[src/rtl/core/lodgs_pkg.sv]
// Shared types, field widths and register codes for the LOD octree placement block.
package lodgs_pkg;

	// Field widths fixed by the point and result formats
	localparam int COORD_W    = 32;
	localparam int INDEX_W    = 32;
	localparam int OFF_W      = COORD_W - 1;
	localparam int SHIFT_W    = 5;
	localparam int LVL_OUT_W  = 2;
	localparam int NODE_OUT_W = 3;
	localparam int CELL_OUT_W = 12;

	// Configuration port
	localparam int CFG_IDX_W  = 3;
	localparam int CFG_DATA_W = 32;

	localparam logic [CFG_IDX_W-1:0] CFG_DEEPEST_LEVEL = 3'd0;
	localparam logic [CFG_IDX_W-1:0] CFG_ORIGIN_X      = 3'd1;
	localparam logic [CFG_IDX_W-1:0] CFG_ORIGIN_Y      = 3'd2;
	localparam logic [CFG_IDX_W-1:0] CFG_ORIGIN_Z      = 3'd3;
	localparam logic [CFG_IDX_W-1:0] CFG_CUBE_SHIFT    = 3'd4;

	localparam logic [LVL_OUT_W-1:0] RST_DEEPEST_LEVEL = 2'd3;
	localparam logic [SHIFT_W-1:0]   RST_CUBE_SHIFT    = 5'd16;

	// Register file contents handed to the datapath
	typedef struct packed {
		logic [LVL_OUT_W-1:0]      deepest_level;
		logic signed [COORD_W-1:0] origin_x;
		logic signed [COORD_W-1:0] origin_y;
		logic signed [COORD_W-1:0] origin_z;
		logic [SHIFT_W-1:0]        cube_shift;
	} cfg_t;

	// First node number of a level in the flattened node list: sum of 8^k for k < lvl
	function automatic int lvl_base(input int lvl);
		int acc;
		acc = 0;
		for (int k = 0; k < 7; k++) begin
			if (k < lvl) begin
				acc = acc + (1 << (3 * k));
			end
		end
		return acc;
	endfunction

endpackage

[src/rtl/core/lodgs_if.sv]


interface lodgs_cfg_if;
	import lodgs_pkg::*;
	logic                  valid;
	logic                  ready;
	logic [CFG_IDX_W-1:0]  index;
	logic [CFG_DATA_W-1:0] data;
	modport source(output valid, index, data, input ready);
	modport sink(input valid, index, data, output ready);
endinterface

[src/rtl/core/lodgs_cfg_regs.sv]
// Configuration register file written through the config channel.
module lodgs_cfg_regs (
	input  logic         clk,
	input  logic         arst_n,
	lodgs_cfg_if.sink    cfg,
	output lodgs_pkg::cfg_t regs
);
	import lodgs_pkg::*;

	cfg_t regs_q;

	assign cfg.ready = 1'b1;
	assign regs      = regs_q;

	// indexes past the list are dropped
	always_ff @(posedge clk or negedge arst_n) begin
		if (!arst_n) begin
			regs_q.deepest_level <= RST_DEEPEST_LEVEL;
			regs_q.origin_x      <= '0;
			regs_q.origin_y      <= '0;
			regs_q.origin_z      <= '0;
			regs_q.cube_shift    <= RST_CUBE_SHIFT;
		end else if (cfg.valid) begin
			case (cfg.index)
				CFG_DEEPEST_LEVEL: regs_q.deepest_level <= cfg.data[LVL_OUT_W-1:0];
				CFG_ORIGIN_X:      regs_q.origin_x <= cfg.data;
				CFG_ORIGIN_Y:      regs_q.origin_y <= cfg.data;
				CFG_ORIGIN_Z:      regs_q.origin_z <= cfg.data;
				CFG_CUBE_SHIFT:    regs_q.cube_shift <= cfg.data[SHIFT_W-1:0];
				default: begin
				end
			endcase
		end
	end
endmodule

[src/flat_wrapper.sv]
// flat-port wrapper written by rule: the top's interface ports become plain ports
module lodgs_cfg_regs_flat import lodgs_pkg::*;
  (clk, arst_n, regs, cfg_valid, cfg_index, cfg_data, cfg_ready);
  lodgs_cfg_if cfg_i ();
  input  logic clk;
  input  logic arst_n;
  output lodgs_pkg::cfg_t regs;
  input wire logic [$bits(cfg_i.valid)-1:0] cfg_valid;
  input wire logic [$bits(cfg_i.index)-1:0] cfg_index;
  input wire logic [$bits(cfg_i.data)-1:0] cfg_data;
  output wire logic [$bits(cfg_i.ready)-1:0] cfg_ready;
  assign cfg_i.valid = cfg_valid;
  assign cfg_i.index = cfg_index;
  assign cfg_i.data = cfg_data;
  assign cfg_ready = cfg_i.ready;
  lodgs_cfg_regs u_core (.clk(clk), .arst_n(arst_n), .cfg(cfg_i), .regs(regs));
endmodule
[config.mk]
export PLATFORM = sky130hd
export DESIGN_NAME = lodgs_cfg_regs_flat
export DESIGN_NICKNAME = d
export VERILOG_FILES = /design/src/rtl/core/lodgs_pkg.sv /design/src/rtl/core/lodgs_if.sv /design/src/rtl/core/lodgs_cfg_regs.sv /design/src/flat_wrapper.sv
export SDC_FILE = /design/constraint.sdc
export NUM_CORES = 1
export LEC_CHECK = 0
export BUFFER_PORTS_ARGS = -buffer_cell sky130_fd_sc_hd__buf_2
export CAP_MARGIN = 20
export CORE_ASPECT_RATIO = 2
export CORE_UTILIZATION = 50
export CTS_CLUSTER_SIZE = 20
export DETAILED_ROUTE_END_ITERATION = 7
export PLACE_DENSITY_LB_ADDON = 0.2
export SLEW_MARGIN = 15
export SYNTH_ARGS = -nofsm -noshare
export SYNTH_HDL_FRONTEND = slang
export SYNTH_SLANG_ARGS = --single-unit
[constraint.sdc]
create_clock -name clk -period 1.3 [get_ports clk]
set_clock_uncertainty 0.2 [all_clocks]
set_input_delay 0.325 -clock clk [delete_from_list [all_inputs] [get_ports clk]]
set_output_delay 0.325 -clock clk [all_outputs]
set_load 0.01 [all_outputs]
==> results.cfg, run 1 <==
[outcome]
outcome = complete, but fails checks
violations = setup timing

[clocking]
cts_tree = built
htreeDepth = 3
cts_buffers = 9
root_buffer = clkbuf_16
insertion_delay_ns = 0.35
cts_sinks = 103
clock_path_buffers = 2
clk_pin_slew_worst_paths_ns = 0.07

[grt]
met2_usage_pct = 44.8
grt_pass1_wl_um = 15600
met3_usage_pct = 4.43
first_global_vias = 2872
antenna_found_initial = 0
grt_max_degree = 33
top_usage_layer = met2
grt.total_usage_pct = 25.2
use_met1_pct = 28.8
grt_overflow = 0

[critical_path]
slowest_stage = dfstp_2
cp-start-kind = flop
path_buf_inv = 1
critPathKind = reg2out
cp_num_cells = 1
endpoint_kind = primary output
critPathMaxFanout = 2
critPathRequiredTime_ns = 0.77
crit_path_cell_trace = buf_6
crit_path_max_incr_delay_ns = 0.55
critPathTopFamily = flip-flops
r2r_cells = 3
worst_ep_arrival_time_ns = 0.99

[floorplanning]
core_area_sq_um = 8000
num_rows = 46
die_w_um = 66.5
die_area_sq_um = 8720
io_pins = 142
start_util_pct = 52.0
die_y_um = 131

[place]
place_ws_ns = -0.405
place_hpwl_um = 6250
dpl_cell_area_sq_um = 5130
gp_congestion = 0.748
io_buffers = 140

[final_layout]
diodes = 0
fin_area_sq_um = 6420
layout.nets = 494
layout-drive-gt1-share_pct = 77.9
largest_register_ffs = 103
syn2layout_area_growth_pct = 54.2
multi_input_area_sq_um = 1520
seq_area_sq_um = 2580
fillers = 439
post-route-util_pct = 80.2

[drt]
drtAntennaViolNets = 0
drt_wl_total_um = 10700
wl_per_cell_um = 19.3
drtIter0Drc = 146
first_pass_iters = 4
drc = 0
vias = 2797
routed_via_density = 5.02

[yosys]
synth_nets = 262
ys.warnings.count = 0
syn_avg_cell_area_sq_um = 18.6
synth-seq-cells = 103
syn_inst = 224
synth.cell_area_sq_um = 4160
yosysUniqueCellTypes = 11
synth-seq-area-share_pct = 62.0

[timing]
fin_setup_tns_ns = -12.28
fin_crit_sh_pct = 116
setup_violations = 173
finalCriticalPeriod_ns = 1.51
rsz0062_at_grt = yes
hold_violations = 0
drv_slew = 0
setup_ws_ns = -0.214
clock.fmax_mhz = 661

[power_and_ir_drop]
ir_drop_uv = 1290
total_power_mw = 10.7
powerDensity_nw_per_um2 = 1670
p_leak_nw = 3.25

[worst_hold_path]
hold_path.class = in2reg
holdPathStages = 2

[run]
drv_cap = 0
## metrics by stage
stage          hold WS, ns  cells
2_1_floorplan       -0.171    224
3_3_place_gp        0.0113    463
3_5_place_dp       0.00971    463
4_1_cts             0.0264    522
5_1_grt             0.0317    557
6_report            0.0345    557
## logic make-up (layout without fill, tap and decap cells)
family                 after synthesis  after routing  synth area share (%)
AND/OR/NAND/NOR                      5              5                  1.47
flip-flops                         103            103                  62.0
other                                1              1                0.0901
multiplexers                       103            103                  33.3
buffers and inverters               12            249                  3.16
## final timing paths
kind | endpoint | slack, ns | start
max in group asynchronous | u_core.regs[4] | 0.23 | arst_n
worst max register to register | u_core.regs[97] | 0.08 | u_core.regs[97]
worst min-delay path | u_core.regs[75] | 0.03 | cfg_data[6]
min in group asynchronous | u_core.regs[36] | 0.18 | arst_n
worst min register to register | u_core.regs[20] | 0.30 | u_core.regs[20]
worst max-delay path | regs[102] | -0.21 | u_core.regs[102]
## cell usage after synthesis (all sizes together)
library cell	n	area share (%)
buf	12	3.2
nor4b	1	0.21
conb	1	0.090
mux2	103	33
nand4b	1	0.36
dfstp	3	1.9
dfrtp	100	60
and4bb	3	0.90
## final cells by class
type                       instances  area share, %
clock inverter                     7           1.87
sequential                       103           40.2
tap                               96           1.87
timing repair buffer             233           28.9
clock buffer                       9           3.51
multi-input combinational        109           23.7
## layer usage
metal / share of wire (%) / wire length, um
met1: 38 / 4120
met2: 56 / 6050
met3: 2.8 / 306
met4: 2.5 / 270
met5: 0 / 0
## cell usage in the layout, fill, tap and decap left out, drive strengths merged
master / netlist / layout
dfstp: 3 / 3
inv: 0 / 1
conb: 1 / 1
clkbuf: 0 / 10
and4bb: 3 / 3
dfrtp: 100 / 100
dlygate4sd3: 0 / 1
clkinvlp: 0 / 1
bufinv: 0 / 3
mux2: 103 / 103
buf: 12 / 231
nand4b: 1 / 1
clkinv: 0 / 2
nor4b: 1 / 1
## what timing repair did
action,CTS,global route
setup buffers,35,38
hold buffers,1,0
gates cloned,7,1
setup endpoints to repair,146,175
endpoints found under the hold margin,102,0
pin swaps,2,3
gates resized for setup,39,18
## report_power, final
group,internal [mW],switching (mW)
Combinational,2.05,1.21
Sequential,3.93,0.420
Clock,1.89,1.21
Note: power is estimated with default switching activity, not from simulation.
==> inputs of run 2 (changes only) <==
- CORE_MARGIN: not set -> 2
- GPL_TIMING_DRIVEN: not set -> 0
==> results.cfg, run 2 (synthesis gave the netlist of run 1 again) <==
[timing]
fin_setup_tns_ns = -10.67
finalCriticalPeriod_ns = 1.51
hold_violations = 53
setup_violations = 134
rsz0062_at_grt = yes
drv_slew = 0
fin_crit_sh_pct = 116
clock.fmax_mhz = 664
timing.hold.ws_ns = -0.363
setup_ws_ns = -0.206

[place]
dpl_cell_area_sq_um = 5080
place_hpwl_um = 6170
io_buffers = 140
gp_congestion = 0.754
post-place-cells = 463

[final_layout]
layout-drive-gt1-share_pct = 77.2
layout_common_cells = 106 x buf_2, 100 x dfrtp_1, 66 x buf_4
layout.nets = 489
instances_no_fill = 554
largest_register_ffs = 103
syn2layout_area_growth_pct = 51.0
fillers = 502
layout_commonest_cell = buf_2
fin_area_sq_um = 6290
diodes = 0

[power_and_ir_drop]
p_leak_nw = 3.17
clockPowerShare_pct = 26.2
seq_power_share_pct = 42.4
p_int_mw = 7.53
p_switching_mw = 2.72
comb_power_share_pct = 31.5
netSwitchingFraction_pct = 26.5
powerDensity_nw_per_um2 = 1630
ir_drop_uv = 1020

[critical_path]
crit_path_cell_trace = buf_6
crit_path_max_incr_delay_ns = 0.54
cp-start-kind = flop
slowest_stage = dfstp_2
critPathKind = reg2out
critPathTopFamily = flip-flops
r2r_slack_ns = 0.07
critPathMaxFanout = 2
path_buf_inv = 1
endpoint_kind = primary output
critPathRequiredTime_ns = 0.77
worst_ep_arrival_time_ns = 0.98

[clocking]
cts_sinks = 103
htreeDepth = 3
cts_tree = built
clock_path_buffers = 2
insertion_delay_ns = 0.34
cts_buffers = 9
root_buffer = clkbuf_16
clk_pin_slew_worst_paths_ns = 0.07

[grt]
grt.total_usage_pct = 22.7
grt_overflow = 0
first_global_vias = 2968
grt_pass1_wl_um = 15200
grt_max_degree = 80
antenna_found_initial = 0

[drt]
routed_via_density = 4.94
drtIter0Drc = 110
wl_per_cell_um = 17.8
first_pass_iters = 4
drtAntennaViolNets = 0
drt_wl_total_um = 9880
drc = 0
vias = 2738

[outcome]
outcome = complete, but fails checks
violations = hold timing, setup timing

[floorplanning]
die_w_um = 68.5
start_util_pct = 50.9
die_area_sq_um = 9120
num_rows = 47
die_y_um = 133
io_pins = 142
core_area_sq_um = 8170

[run]
drv_cap = 0

[worst_hold_path]
hold_path.class = in2async
run 2: through the flow:
step	total power [mW]	utilization [%]	hold WS (ns)	setup slack [ns]
4_1_cts	9.99	75.4	-0.369	-0.222
6_report	10.3	76.9	-0.363	-0.206
3_3_place_gp	6.61	61.7	0.284	-1.33
3_5_place_dp	6.69	62.1	0.000520	-0.394
5_1_grt	10.7	76.9	-0.358	-0.233
2_1_floorplan	5.61	-	-0.171	-0.176
run 2: path summary, 6_finish.rpt:
| kind | startpoint | endpoint | depth (start not counted) |
|---|---|---|---|
| max in group asynchronous | arst_n | u_core.regs[4] | 2 |
| min in group clk | cfg_data[23] | u_core.regs[92] | 2 |
| worst max register to register | u_core.regs[81] | u_core.regs[81] | 3 |
| worst max-delay path | u_core.regs[4] | regs[4] | 1 |
| worst min register to register | u_core.regs[32] | u_core.regs[32] | 1 |
| worst min-delay path | arst_n | u_core.regs[15] | 1 |
run 2: metal layers:
layer / GRT usage, % / share of wire [%]
met5: 0 / 0
met1: 25.6 / 36
met3: 4.59 / 4.7
met2: 39.7 / 56
met4: 9.33 / 2.8
run 2: cell type report:
cell class	count	area, sq um	share of cell area [%]
tap	98	123	1.95
clock buffer	11	243	3.86
timing repair buffer	219	1660	26.4
buffer	9	124	1.97
clock inverter	5	57.6	0.916
multi-input combinational	109	1500	23.8
sequential	103	2580	41.1
run 2: power groups by stage:
stage	Combinational, mW	Clock, mW	Sequential [mW]
final	3.23	2.68	4.34
after global routing	3.44	2.88	4.42
after CTS	2.93	2.74	4.31
after detailed placement	2.35	0	4.34
after global placement	2.29	0	4.32
after floorplan	0.940	0	4.68
run 2: timing repair:
action,CTS,global route
gates resized for setup,47,19
gates cloned,6,0
endpoints found under the hold margin,29,24
pin swaps,1,1
setup buffers,50,27
setup endpoints to repair,163,162
==> inputs of run 3 (changes only) <==
--- a/config.mk
+++ b/config.mk
@@ -8,3 +8,3 @@
 export BUFFER_PORTS_ARGS = -buffer_cell sky130_fd_sc_hd__buf_2
-export CAP_MARGIN = 20
+export CAP_MARGIN = 10
 export CORE_ASPECT_RATIO = 2
@@ -16,2 +16,3 @@
 export PLACE_DENSITY_LB_ADDON = 0.2
+export REMOVE_ABC_BUFFERS = 1
 export SLEW_MARGIN = 15
--- a/constraint.sdc
+++ b/constraint.sdc
@@ -4,2 +4,2 @@
 set_output_delay 0.325 -clock clk [all_outputs]
-set_load 0.01 [all_outputs]
+set_load 0.1 [all_outputs]
==> results.cfg, run 3 (synthesis gave the netlist of run 1 again) <==
[grt]
grt_overflow = 0
first_global_vias = 3085
grt.total_usage_pct = 27.6
grt_max_degree = 89
grt_pass1_wl_um = 17800
antenna_found_initial = 0

[timing]
setup_violations = 118
timing.hold.ws_ns = 0.0423
hold_violations = 0
fin_setup_tns_ns = -19.43
drv_slew = 0
rsz0062_at_grt = yes
setup_ws_ns = -0.315
finalCriticalPeriod_ns = 1.62
clock.fmax_mhz = 619
fin_crit_sh_pct = 124

[final_layout]
seq_area_sq_um = 2580
layout_commonest_cell = buf_12
syn2layout_area_growth_pct = 81.7
layout_common_cells = 110 x buf_12, 100 x dfrtp_1, 63 x mux2_4
layout.nets = 473
fin_area_sq_um = 7560
fillers = 231
largest_register_ffs = 103
instances_no_fill = 538
diodes = 0
multi_input_area_sq_um = 1540
layout-drive-gt1-share_pct = 76.6

[power_and_ir_drop]
p_leak_nw = 3.56
powerDensity_nw_per_um2 = 2430
total_power_mw = 18.4
ir_drop_uv = 1630

[clocking]
cts_tree = built
clock_path_buffers = 2
root_buffer = clkbuf_16
insertion_delay_ns = 0.35
cts_sinks = 103
cts_buffers = 9
htreeDepth = 3
clk_pin_slew_worst_paths_ns = 0.07

[floorplanning]
start_util_pct = 50.9
die_y_um = 133
die_area_sq_um = 9120
core_area_sq_um = 8170
num_rows = 47
die_w_um = 68.5
io_pins = 142

[critical_path]
worst_ep_arrival_time_ns = 1.09
crit_path_max_incr_delay_ns = 0.57
path_buf_inv = 1
cp-startpoint = u_core.regs[101]
endpoint_kind = primary output
critPathRequiredTime_ns = 0.77
slowest_stage = dfstp_2
reg2reg_from = u_core.regs[54]
cp_num_cells = 1
crit_end = regs[101]
crit_path_cell_trace = buf_12
critPathTopFamily = flip-flops
r2r_end = u_core.regs[54]
critPathKind = reg2out
r2r_cells = 3
r2r_slack_ns = 0
cp-start-kind = flop
critPathMaxFanout = 2

[drt]
wl_met2_um = 8470
routed_via_density = 5.54
drt_wl_total_um = 15000
wl_per_cell_um = 27.8
drc = 0
routed.top_layer = met4
first_pass_iters = 4
drtAntennaViolNets = 0
vias = 2983
drtIter0Drc = 212
wl_met3_um = 750
met1_length_um = 4920

[run]
drv_cap = 0

[outcome]
outcome = complete, but fails checks
violations = setup timing

[worst_hold_path]
worstHoldStart = cfg_data[16]
hold_path.class = in2reg

[place]
dpl_cell_area_sq_um = 4900
place_hpwl_um = 5570
gp_congestion = 0.751
io_buffers = 140
post-place-cells = 451
==> run 3: changes by cell type in the layout (fill, tap and decap cells not counted), moves of 3 or more <==
cell,change
and4bb_4,+3
buf_12,+102
buf_2,-74
buf_4,-10
buf_6,-35
buf_8,-5
==> run 3: what timing repair did <==
action / 4_1_cts / 5_1_grt
hold buffers: 1 / 0
gates resized for setup: 398 / 32
gates cloned: 3 / 3
endpoints found under the hold margin: 101 / 0
pin swaps: 4 / 4
setup endpoints to repair: 199 / 239
setup buffers: 32 / 32
==> run 3: worst min path at each step <==
stage | endpoint | slack, ns | depth (start not counted)
detailed placement | u_core.regs[0] | -0.03 | 1
finish | u_core.regs[85] | 0.04 | 2
global placement | u_core.regs[19] | 0.28 | 1
floorplan | u_core.regs[0] | -0.17 | 0
CTS | u_core.regs[80] | 0.03 | 2
global route | u_core.regs[85] | 0.03 | 2
==> run 3: routing by layer <==
| metal | vias up | track usage, % |
|---|---|---|
| met2 | 158 | 46.7 |
| met1 | 1549 | 33.0 |
| li1 | 1223 | - |
| met3 | 53 | 6.63 |
| met4 | 0 | 9.89 |
| met5 | - | 0 |
==> run 3: worst register-to-register path: cells and delay by family (launching register included) <==
family,cells,cell delay [ns]
buffers and inverters,2,0.29
muxes,1,0.27
DFF,1,0.42
==> run 3: where the power goes <==
part | switching (mW) | internal [mW]
clock | 1.25 | 1.94
sequential | 0.912 | 3.93
combinational | 6.39 | 3.99
total | 8.55 | 9.85
==> run 3: per-stage QoR <==
| stage | util [%] | setup WS [ns] |
|---|---|---|
| after global routing | 92.5 | -0.338 |
| after global placement | 59.4 | -1.82 |
| final | 92.5 | -0.315 |
| after CTS | 86.7 | -0.313 |
| after detailed placement | 59.9 | -1.22 |
| after floorplan | - | -1.13 |
==> run 3: final cells by class <==
class / instances / share of cell area, %
tap: 98 / 1.62
clock buffer: 11 / 3.21
clock inverter: 5 / 1.39
timing repair buffer: 209 / 39.3
multi-input combinational: 112 / 20.4
sequential: 103 / 34.1
