--- src/rtl/core/lodgs_pkg.sv ---
// Shared types, field widths and register codes for the LOD octree placement block.
package lodgs_pkg;

	// Field widths fixed by the point and result formats
	localparam int COORD_W    = 32;
	localparam int INDEX_W    = 32;
	localparam int OFF_W      = COORD_W - 1;
	localparam int SHIFT_W    = 5;
	localparam int LVL_OUT_W  = 2;
	localparam int NODE_OUT_W = 3;
	localparam int CELL_OUT_W = 12;

	// Configuration port
	localparam int CFG_IDX_W  = 3;
	localparam int CFG_DATA_W = 32;

	localparam logic [CFG_IDX_W-1:0] CFG_DEEPEST_LEVEL = 3'd0;
	localparam logic [CFG_IDX_W-1:0] CFG_ORIGIN_X      = 3'd1;
	localparam logic [CFG_IDX_W-1:0] CFG_ORIGIN_Y      = 3'd2;
	localparam logic [CFG_IDX_W-1:0] CFG_ORIGIN_Z      = 3'd3;
	localparam logic [CFG_IDX_W-1:0] CFG_CUBE_SHIFT    = 3'd4;

	localparam logic [LVL_OUT_W-1:0] RST_DEEPEST_LEVEL = 2'd3;
	localparam logic [SHIFT_W-1:0]   RST_CUBE_SHIFT    = 5'd16;

	// Register file contents handed to the datapath
	typedef struct packed {
		logic [LVL_OUT_W-1:0]      deepest_level;
		logic signed [COORD_W-1:0] origin_x;
		logic signed [COORD_W-1:0] origin_y;
		logic signed [COORD_W-1:0] origin_z;
		logic [SHIFT_W-1:0]        cube_shift;
	} cfg_t;

	// First node number of a level in the flattened node list: sum of 8^k for k < lvl
	function automatic int lvl_base(input int lvl);
		int acc;
		acc = 0;
		for (int k = 0; k < 7; k++) begin
			if (k < lvl) begin
				acc = acc + (1 << (3 * k));
			end
		end
		return acc;
	endfunction

endpackage

--- src/rtl/core/lodgs_axis.sv ---
// One coordinate axis: origin offset and clamp, then alignment of the cube's top bit to the MSB.
module lodgs_axis #(
	parameter int PAD = 7
) (
	input  logic                               clk,
	input  logic                               ld_s1,
	input  logic                               ld_s2,
	input  logic signed [lodgs_pkg::COORD_W-1:0] coord,
	input  logic signed [lodgs_pkg::COORD_W-1:0] origin,
	input  logic [lodgs_pkg::SHIFT_W-1:0]      cube_shift,
	output logic [lodgs_pkg::OFF_W+PAD-1:0]    aligned
);
	import lodgs_pkg::*;

	localparam int AL_W = OFF_W + PAD;

	logic signed [COORD_W:0] diff;
	logic [OFF_W-1:0]        top;
	logic                    over;
	logic [OFF_W-1:0]        off;
	logic [OFF_W-1:0]        off_s1;
	logic [AL_W-1:0]         aligned_s2;

	// offset from the cube corner, clamped to 0 .. 2^cube_shift - 1
	always_comb begin
		diff = {coord[COORD_W-1], coord} - {origin[COORD_W-1], origin};
		top  = ~({OFF_W{1'b1}} << cube_shift);
		over = diff[COORD_W-1] | (|(diff[OFF_W-1:0] & ~top));
		if (diff[COORD_W]) begin
			off = '0;
		end else if (over) begin
			off = top;
		end else begin
			off = diff[OFF_W-1:0];
		end
	end

	always_ff @(posedge clk) begin
		if (ld_s1) begin
			off_s1 <= off;
		end
		// cube bit 2^(cube_shift-1) lands on the MSB; zeros fill below unit resolution
		if (ld_s2) begin
			aligned_s2 <= {off_s1, {PAD{1'b0}}} << (SHIFT_W'(OFF_W) - cube_shift);
		end
	end

	assign aligned = aligned_s2;
endmodule

--- config.mk ---
export PLATFORM = sky130hd
export DESIGN_NAME = lodgs_axis
export DESIGN_NICKNAME = d
export VERILOG_FILES = /design/src/rtl/core/lodgs_pkg.sv /design/src/rtl/core/lodgs_axis.sv
export SDC_FILE = /design/constraint.sdc
export NUM_CORES = 1
export LEC_CHECK = 0
export BUFFER_PORTS_ARGS = -buffer_cell sky130_fd_sc_hd__buf_2
export CAP_MARGIN = 20
export CELL_PAD_IN_SITES_DETAIL_PLACEMENT = 1
export CELL_PAD_IN_SITES_GLOBAL_PLACEMENT = 2
export CORE_AREA = 2 2 140 142
export DETAILED_ROUTE_END_ITERATION = 12
export DIE_AREA = 0 0 142 144
export PLACE_DENSITY_LB_ADDON = 0.1
export SLEW_MARGIN = 30
export SYNTH_ARGS = -nofsm -noshare
export SYNTH_HDL_FRONTEND = slang
export SYNTH_SLANG_ARGS = --single-unit
--- constraint.sdc ---
create_clock -name clk -period 11.8 [get_ports clk]
set_input_delay 2.36 -clock clk [delete_from_list [all_inputs] [get_ports clk]]
set_output_delay 2.36 -clock clk [all_outputs]
set_load 0.005 [all_outputs]
==> impl_metrics.py, run 1 <==
metrics = {
    "setup_path": {
        "cp_slowest_stage_delay_ns": 0.57,
        "critPathMaxFanout": 29,
        "path_delay_family": "compound AO/OA/AOI/OAI gates",
        "path_cells": "buf_2 > ha_1 > a21oi_1 > o21ai_0 > a221oi_1 > nand2b_1 > o211ai_1 > xnor2_1 > o21ba_1 > nor2_1 > or4_4 > nor4_4 > buf_4 > mux2i_1",
        "rrSetupSlack_ns": 9.71,
        "start_kind": "primary input",
        "crit_arrival_ns": 6.56,
        "cp.required_ns": 11.96,
        "cp_slowest_cell": "or4_4",
        "end_kind": "register",
        "crit_type": "primary input to register",
        "cp_num_buf_inv": 2,
    },
    "hold_path": {
        "hold_path.class": "register to register",
    },
    "floorplan": {
        "die_h_um": 144,
        "core_um2": 19100,
        "start_util_pct": 34.1,
        "die_area_um2": 20400,
        "row_count": 51,
        "ios": 110,
        "floorplan.die.width_um": 142,
    },
    "pwr": {
        "p_sw_share_pct": 34.3,
        "p_int_uw": 554,
        "p_comb_share_pct": 37.0,
        "ir_worst_vdd_mv": 0.0636,
        "p_clk_share_pct": 29.9,
        "p_per_area_nw_per_um2": 114,
        "p_sw_uw": 289,
        "seqPwrFrac_pct": 33.1,
        "power.leakage_nw": 3.14,
    },
    "finish": {
        "nFillCells": 2283,
        "fin_nets": 955,
        "drive_gt1_share_pct": 20.4,
        "syn_to_final_growth_pct": 14.0,
    },
    "logic_synthesis": {
        "ys_seq_area_share_pct": 28.6,
        "synth.most_common_cell": "nand2_1",
        "synth_top_area_share_pct": 28.6,
        "ys_ff_latch": 62,
        "syn_area_per_cell_um2": 8.36,
        "async_flop_share_pct": 0,
        "synth_edf_count": 62,
        "synthDistinctLibCells": 82,
        "yosys_warnings": 0,
        "syn_inst": 779,
        "synthFlopType": "edfxtp_1",
        "synthTopCellsByArea": "edfxtp_1 29%, mux2i_1 8.6%, nand2_1 6.3%",
        "netlist_top_cells_count": "109 x nand2_1, 62 x edfxtp_1, 57 x nor2_1, 56 x mux2i_1, 53 x a21oi_1",
        "syn-cell-area_um2": 6510,
        "yosysTopAreaCell": "edfxtp_1",
    },
    "global_route": {
        "track_usage_pct": 19.6,
        "antenna_found_initial": 1,
        "grt_max_degree": 56,
        "grt_pass1_vias": 5944,
        "grt_first_pass_wirelength_mm": 31.5,
        "grt_overflow_total": 0,
    },
    "sta": {
        "maxSlewHeadroom_pct": 50.3,
        "hold_slack_ns": 0.965,
        "fmax_mhz": 156,
        "fin_tns_setup_ns": 0,
        "skew_ns": 0.00797,
        "maxSlewViolCount": 0,
        "setup_viol": 0,
        "hold_viol_final": 0,
        "period_share_pct": 54.2,
        "max_slew.worst_pin.slew_ns": 0.744,
        "period_minus_slack_ns": 6.39,
        "rsz0062_at_grt": "false",
    },
    "clock_tree": {
        "h-tree-depth": 3,
        "clk_pin_slew_ns": 0.05,
        "cts_buffers": 9,
        "cts_tree": "yes",
        "cts_resized": 0,
        "cts.sinks": 62,
        "clock_path_buffers": 2,
        "cts_setup_buffers": 0,
        "cts-root-buf": "clkbuf_16",
        "postCtsHoldBufs": 0,
        "clk-insertion-delay-late_ns": 0.33,
    },
    "routing": {
        "routed_wl_mm": 19.8,
        "drtIter0Drc": 228,
        "ant_nets": 0,
        "vias": 5939,
        "routed_via_density": 5.43,
        "firstDrtPassIters": 6,
        "post_drt_wl_per_cell_um": 18.1,
        "drc": 0,
    },
    "flow_run": {
        "maxCapViolCount": 0,
    },
    "status": {
        "outcome": "completed",
    },
    "placed_design": {
        "gp_congestion": 0.871,
        "hpwl_mm": 15.8,
        "io_buffers": 102,
    },
}
## sequential cells by signal, summed over array words and instances, names as in the netlist
signal and count:
aligned 31, off_s1 31
## power groups by stage
stage	Clock [mW]	Combinational [mW]	Sequential [mW]
finish	0.252	0.312	0.279
floorplan	0	0.218	0.282
CTS	0.256	0.314	0.280
detailed placement	0	0.313	0.284
global placement	0	0.309	0.283
global route	0.263	0.349	0.281
## through the flow
| step | utilization, % | worst slack [ns] | total power, mW | std cells | area, µm² |
|---|---|---|---|---|---|
| 2_1_floorplan | - | 5.90 | 0.499 | 785 | 6540 |
| 3_3_place_gp | 37.5 | 5.16 | 0.592 | 1077 | 7150 |
| 3_5_place_dp | 37.5 | 5.05 | 0.597 | 1077 | 7150 |
| 4_1_cts | 38.9 | 5.36 | 0.850 | 1093 | 7430 |
| 5_1_grt | 38.9 | 5.15 | 0.893 | 1093 | 7430 |
| 6_report | 38.9 | 5.41 | 0.844 | 1094 | 7430 |
## worst paths after layout
check / from / cells past startpoint / to
max: coord[11] / 14 / off_s1[22]
min: off_s1[1] / 3 / aligned[8]
max reg2reg: off_s1[0] / 5 / aligned[22]
min reg2reg: off_s1[1] / 3 / aligned[8]
## per-layer routing
metal / global-route usage, % / routed length, µm
met5: 0 / 0
met4: 6.68 / 418
met3: 2.55 / 586
met2: 35.4 / 9950
met1: 23.9 / 8810
## worst reg2reg max path: cells and delay by family (launching register included)
family          cells  cell delay (ns)
compound gates      3             0.80
flops               1             0.50
mux                 1             0.34
simple gates        1             0.16
## logic make-up (layout without fill, tap and decap cells)
kind of cell / Yosys count / count (layout) / synth area share (%)
muxes: 79 / 79 / 13.8
other: 1 / 8 / 0.0576
and+or+nand+nor: 278 / 278 / 20.7
DFF: 62 / 62 / 28.6
buffers and inverters: 98 / 168 / 6.45
AOI/OAI and AO/OA: 203 / 203 / 20.6
xor gates and xnor gates: 25 / 25 / 3.36
adders and majority gates: 33 / 33 / 6.45
## placed cells by master, fill, tap and decap left out, types with 4 or more instances in the layout
master,n
clkbuf_16,9
nand3_1,13
o21ai_0,48
a31oi_1,4
o31ai_1,5
or3_1,5
inv_1,42
nand2_1,109
nor4_1,4
a211oi_1,9
a21oi_1,53
nor3_1,11
xnor2_1,12
nand4_1,9
buf_2,102
and3_1,4
edfxtp_1,62
mux2i_1,56
or2_2,13
o21a_1,7
xor2_1,13
buf_4,7
and2_1,13
o211ai_1,12
nor2b_1,12
mux2_2,15
conb_1,7
nand2b_1,11
o21ai_1,4
a21o_1,14
o22ai_1,5
mux4_2,7
ha_1,32
nor2_1,57
## final cells by class
class / instances / area, µm² / share of cell area, %
antenna: 1 / 2.50 / 0.0337
tap: 238 / 298 / 4.01
sequential: 62 / 1860 / 25.1
clock buffer: 10 / 229 / 3.08
timing repair buffer: 109 / 563 / 7.58
clock inverter: 6 / 52.6 / 0.707
inverter: 43 / 161 / 2.17
multi-input combinational: 625 / 4260 / 57.4
Note: power is estimated with default switching activity, not from simulation.
==> run 2, diff against run 1 <==
Settings changed: ABC_AREA set to 1, CORE_AREA 2 2 140 142 to 2 2 168 170, DIE_AREA 0 0 142 144 to 0 0 170 172.
Clock period 11.8 ns to 5.7 ns, I/O delays scaled along.
==> impl_metrics.py, run 2 <==
metrics = {
    "status": {
        "outcome": "completed",
    },
    "logic_synthesis": {
        "synthFlopType": "edfxtp_1",
        "synth-xor-area-share_pct": 0.120,
        "yosysTopAreaCell": "edfxtp_1",
        "ys_ff_latch": 62,
        "yosys_warnings": 0,
        "netlist_top_cells_count": "495 x nand2_1, 235 x inv_1, 135 x nand3_1, 125 x nor2_1, 62 x edfxtp_1",
        "ys_seq_area_share_pct": 25.5,
        "syn_area_per_cell_um2": 5.68,
        "synth_edf_count": 62,
        "synth_top_family_by_area": "simple AND/OR/NAND/NOR gates",
        "synth.most_common_cell": "nand2_1",
        "synth_fa_ha_area_share_pct": 5.77,
        "synth_top_area_share_pct": 25.5,
        "async_flop_share_pct": 0,
        "synthTopCellsByArea": "edfxtp_1 26%, nand2_1 25%, inv_1 12%",
        "synthSimpleGateAreaFrac_pct": 44.0,
        "synthDistinctLibCells": 36,
        "synth-compound-area-share_pct": 8.29,
        "synthMuxAreaShare_pct": 0.549,
        "syn_inst": 1283,
        "syn-cell-area_um2": 7290,
    },
    "hold_path": {
        "whs_path_depth": 6,
        "hold_path.class": "register to register",
    },
    "floorplan": {
        "floorplan.die.width_um": 170,
        "start_util_pct": 26.5,
        "row_count": 61,
        "ios": 110,
        "core_um2": 27500,
        "die_h_um": 172,
        "die_area_um2": 29200,
    },
    "sta": {
        "hold_viol_final": 0,
        "skew_ns": 0.00755,
        "fin_tns_setup_ns": 0,
        "rsz0062_at_grt": "false",
        "setup_viol": 0,
        "maxSlewViolCount": 0,
        "period_minus_slack_ns": 4.06,
        "max_slew.worst_pin.slew_ns": 0.863,
        "fmax_mhz": 246,
        "maxSlewHeadroom_pct": 41.9,
        "period_share_pct": 71.2,
    },
    "clock_tree": {
        "postCtsHoldBufs": 0,
        "cts_buffers": 9,
        "cts_tree": "yes",
        "clk_pin_slew_ns": 0.06,
        "cts-root-buf": "clkbuf_16",
        "cts_resized": 0,
        "cts_setup_buffers": 0,
        "h-tree-depth": 3,
        "cts.sinks": 62,
        "clk-insertion-delay-late_ns": 0.34,
        "clock_path_buffers": 2,
    },
    "pwr": {
        "power_mw": 1.88,
        "ir_worst_vdd_mv": 0.128,
        "p_per_area_nw_per_um2": 223,
        "power.leakage_nw": 4.84,
    },
    "routing": {
        "post_drt_wl_per_cell_um": 15.8,
        "routed_via_density": 4.56,
        "vias": 7814,
        "ant_nets": 0,
        "routed_wl_mm": 27.0,
        "drtIter0Drc": 400,
        "firstDrtPassIters": 5,
        "drc": 0,
    },
    "setup_path": {
        "cp_common_cell": "nand2_1",
        "cp_slowest_cell": "nand3_2",
        "reg2reg_depth": 8,
        "crit_type": "primary input to register",
        "path_cells": "buf_2 > inv_1 > ha_1 > fa_1 > inv_1 > nand2_1 > nand2_1 > nand3_1 > nand2_1 > nand2_1 > nand2_1 > nand2_1 > nand2_1 > nand2_1 > nand2_1 > o21ai_1 > nor2_1 > nand3_2 > nand2_1 > inv_1 > nor2_1",
        "crit_arrival_ns": 4.26,
        "cp_slowest_stage_delay_ns": 0.59,
        "end_kind": "register",
        "cp.required_ns": 5.90,
        "critPathMaxFanout": 31,
        "start_kind": "primary input",
    },
    "finish": {
        "drive_gt1_share_pct": 10.2,
        "n_antenna_cell": 0,
        "regArea_um2": 1860,
        "final_common_cell": "nand2_1",
        "syn_to_final_growth_pct": 15.6,
        "fin_area_um2": 8430,
        "fin_nets": 1469,
        "final_cell_mix": "495 x nand2_1, 234 x inv_1, 135 x nand3_1, 125 x nor2_1, 102 x buf_2",
        "nFillCells": 3703,
        "multi_input_area_um2": 4310,
    },
    "global_route": {
        "grt_overflow_total": 0,
        "grt_first_pass_wirelength_mm": 43.3,
        "antenna_found_initial": 0,
        "grt_max_degree": 37,
        "track_usage_pct": 19.1,
        "grt_pass1_vias": 7822,
    },
    "placed_design": {
        "io_buffers": 102,
        "dpl_cell_area_um2": 8070,
        "gp_congestion": 0.819,
        "hpwl_mm": 23.1,
    },
    "flow_run": {
        "maxCapViolCount": 0,
    },
}
-- run 2: cell type report --
class / count / area share [%]
multi-input cells: 942 / 51.2
clock buffers: 9 / 2.67
repair buffers: 110 / 6.77
well taps: 346 / 5.14
inverters: 239 / 10.6
clock inverters: 7 / 1.51
flip-flops and latches: 62 / 22.1
-- run 2: worst max-delay path: cells and delay by family --
| kind | cells | cell delay (ns) |
|---|---|---|
| buf+inv | 4 | 0.28 |
| simple gates | 14 | 2.14 |
| compound gates | 1 | 0.07 |
| fa+ha+maj | 2 | 0.62 |
-- run 2: through the flow --
step	cells	hold slack, ns	util (%)	worst slack (ns)
after floorplan	1289	0.634	-	2.28
after global placement	1699	0.853	29.4	1.22
after detailed placement	1699	0.857	29.4	1.18
after CTS	1715	0.876	30.7	1.53
after global routing	1715	0.972	30.7	1.26
final	1715	0.863	30.7	1.64
-- run 2: power breakdown --
group | switching [mW] | internal, mW | total [mW]
combinational | 0.442 | 0.201 | 0.643
clock | 0.230 | 0.434 | 0.664
sequential | 0.0172 | 0.555 | 0.572
total | 0.689 | 1.19 | 1.88
-- run 2: per-layer routing --
metal  up-vias  global-route usage, %  share of wire (%)
met5         -                      0                  0
met4         0                   4.35                1.6
met3        22                   1.46                2.0
met2       119                   35.3                 50
met1      3524                   24.2                 47
li1       4149                      -                  -
-- run 2: path summary, 6_finish.rpt --
kind / startpoint / end / slack [ns]
setup / recovery: coord[0] / off_s1[17] / 1.64
hold / removal: off_s1[28] / aligned[37] / 0.86
setup reg to reg: off_s1[0] / aligned[37] / 3.43
hold reg to reg: off_s1[28] / aligned[37] / 0.86
-- run 2: kinds of logic after synthesis --
family / after synthesis
fa+ha+maj: 33
mux: 4
flops: 62
compound gates: 109
xor+xnor: 1
other cells: 1
buf+inv: 285
simple gates: 788
==> run 3, diff against run 2 <==
Settings changed: CORE_AREA 2 2 168 170 to 2 2 159 161, DIE_AREA 0 0 170 172 to 0 0 161 163.
Clock period 5.7 ns to 4.21 ns, I/O delays scaled along.
==> impl_metrics.py, run 3 (synthesized netlist as in run 2, its figures left out) <==
metrics = {
    "status": {
        "outcome": "completed",
    },
    "setup_path": {
        "r2r-end": "aligned[37]",
        "crit_arrival_ns": 3.55,
        "end_kind": "register",
        "crit_type": "primary input to register",
        "start_kind": "primary input",
        "cp.required_ns": 4.30,
        "rrSetupSlack_ns": 1.88,
        "reg2reg_depth": 8,
        "critPathMaxFanout": 31,
        "r2r-start": "off_s1[0]",
    },
    "sta": {
        "max_slew.worst_pin.slew_ns": 0.837,
        "setup_viol": 0,
        "maxSlewHeadroom_pct": 43.6,
        "maxSlewViolCount": 0,
        "fmax_mhz": 289,
        "period_minus_slack_ns": 3.46,
        "setup_ws_ns": 0.753,
        "rsz0062_at_grt": "false",
        "hold_viol_final": 0,
        "period_share_pct": 82.1,
        "hold_slack_ns": 0.866,
        "skew_ns": 0.00714,
        "fin_tns_setup_ns": 0,
    },
    "clock_tree": {
        "cts_setup_buffers": 0,
        "cts-root-buf": "clkbuf_16",
        "postCtsHoldBufs": 0,
        "cts_buffers": 9,
        "cts_tree": "yes",
        "h-tree-depth": 3,
        "cts.sinks": 62,
        "clock_path_buffers": 2,
        "clk_pin_slew_ns": 0.06,
        "cts_resized": 0,
        "clk-insertion-delay-late_ns": 0.34,
    },
    "pwr": {
        "p_per_area_nw_per_um2": 278,
        "power.leakage_nw": 4.87,
        "power_mw": 2.35,
        "ir_worst_vdd_mv": 0.186,
    },
    "hold_path": {
        "holdCritStartpoint": "off_s1[1]",
        "hold_path.class": "register to register",
        "hold_path_end": "aligned[24]",
        "whs_path_depth": 4,
    },
    "routing": {
        "routed_via_density": 4.67,
        "drtIter0Drc": 320,
        "drc": 0,
        "post_drt_wl_per_cell_um": 15.3,
        "vias": 7989,
        "ant_nets": 0,
        "routed_wl_mm": 26.2,
        "firstDrtPassIters": 4,
    },
    "global_route": {
        "grt_first_pass_wirelength_mm": 42.0,
        "grt_max_degree": 32,
        "track_usage_pct": 20.4,
        "antenna_found_initial": 0,
        "grt_overflow_total": 0,
        "grt_pass1_vias": 8007,
    },
    "placed_design": {
        "dp.cells": 1695,
        "dpl_cell_area_um2": 8170,
        "gp_congestion": 0.884,
        "io_buffers": 102,
        "hpwl_mm": 22.2,
        "dp_worst_setup_slack_ns": 0.384,
    },
    "finish": {
        "n_antenna_cell": 0,
        "finalNonFillerCells": 1711,
        "fin_area_um2": 8440,
        "drive_gt1_share_pct": 10.9,
        "postLayoutCoreUtil_pct": 34.2,
        "final_cell_mix": "495 x nand2_1, 235 x inv_1, 135 x nand3_1, 125 x nor2_1, 102 x buf_2",
        "fin_nets": 1481,
        "syn_to_final_growth_pct": 15.8,
        "final_common_cell": "nand2_1",
    },
    "floorplan": {
        "die_h_um": 163,
        "core_um2": 24700,
        "row_count": 58,
        "start_util_pct": 29.5,
        "die_area_um2": 26200,
        "ios": 110,
        "floorplan.die.width_um": 161,
    },
    "flow_run": {
        "maxCapViolCount": 0,
    },
}
## run 3: cell count changes in the layout (fill, tap and decap cells not counted), sizes merged
cell	previous run	this run
clkinv	2	6
bufinv	3	0
buf	110	122
inv	241	240
## run 3: cell type report
| cell class | count | area (µm²) |
|---|---|---|
| multi-input cells | 942 | 4310 |
| well taps | 330 | 413 |
| fillers | 3411 | 16200 |
| clock inverters | 7 | 48.8 |
| flip-flops and latches | 62 | 1860 |
| repair buffers | 122 | 686 |
| inverters | 239 | 897 |
| clock buffers | 9 | 225 |
## run 3: per-layer routing
| layer | vias to the layer above | wire length, µm | track usage (%) |
|---|---|---|---|
| li1 | 4175 | - | - |
| met1 | 3652 | 11900 | 25.4 |
| met2 | 124 | 12800 | 37.1 |
| met3 | 38 | 557 | 1.20 |
| met4 | 0 | 882 | 7.83 |
| met5 | - | 0 | 0 |
## run 3: where the power goes
part / total [mW] / internal, mW / switching, mW
Combinational: 0.878 / 0.283 / 0.595
Clock: 0.697 / 0.400 / 0.297
Sequential: 0.774 / 0.752 / 0.0220
Total: 2.35 / 1.43 / 0.914
## run 3: worst max path at each step
stage / cells after the start / slack [ns] / to / startpoint
after floorplan: 22 / 1.09 / off_s1[13] / coord[0]
after global placement: 22 / 0.39 / off_s1[26] / coord[0]
after detailed placement: 22 / 0.38 / off_s1[26] / coord[0]
after CTS: 22 / 0.73 / off_s1[26] / coord[0]
after global routing: 22 / 0.45 / off_s1[26] / coord[0]
final: 23 / 0.75 / off_s1[14] / coord[0]
## run 3: critical path: stages
cell and delay, ns:
buf_2 0.08, inv_1 0.03, ha_1 0.21, fa_1 0.41, inv_1 0.13, nand2_1 0.06
nand2_1 0.08, nand3_1 0.09, nand2_1 0.15, nand2_1 0.11, nand2_1 0.15, nand2_1 0.09
nand2_1 0.07, nand2_1 0.07, nand2_1 0.12, nor2_1 0.11, nor2_1 0.12, nand2_1 0.07
nor2_2 0.13, buf_12 0.20, nand3_1 0.09, nand2_1 0.09, nor2_1 0.04
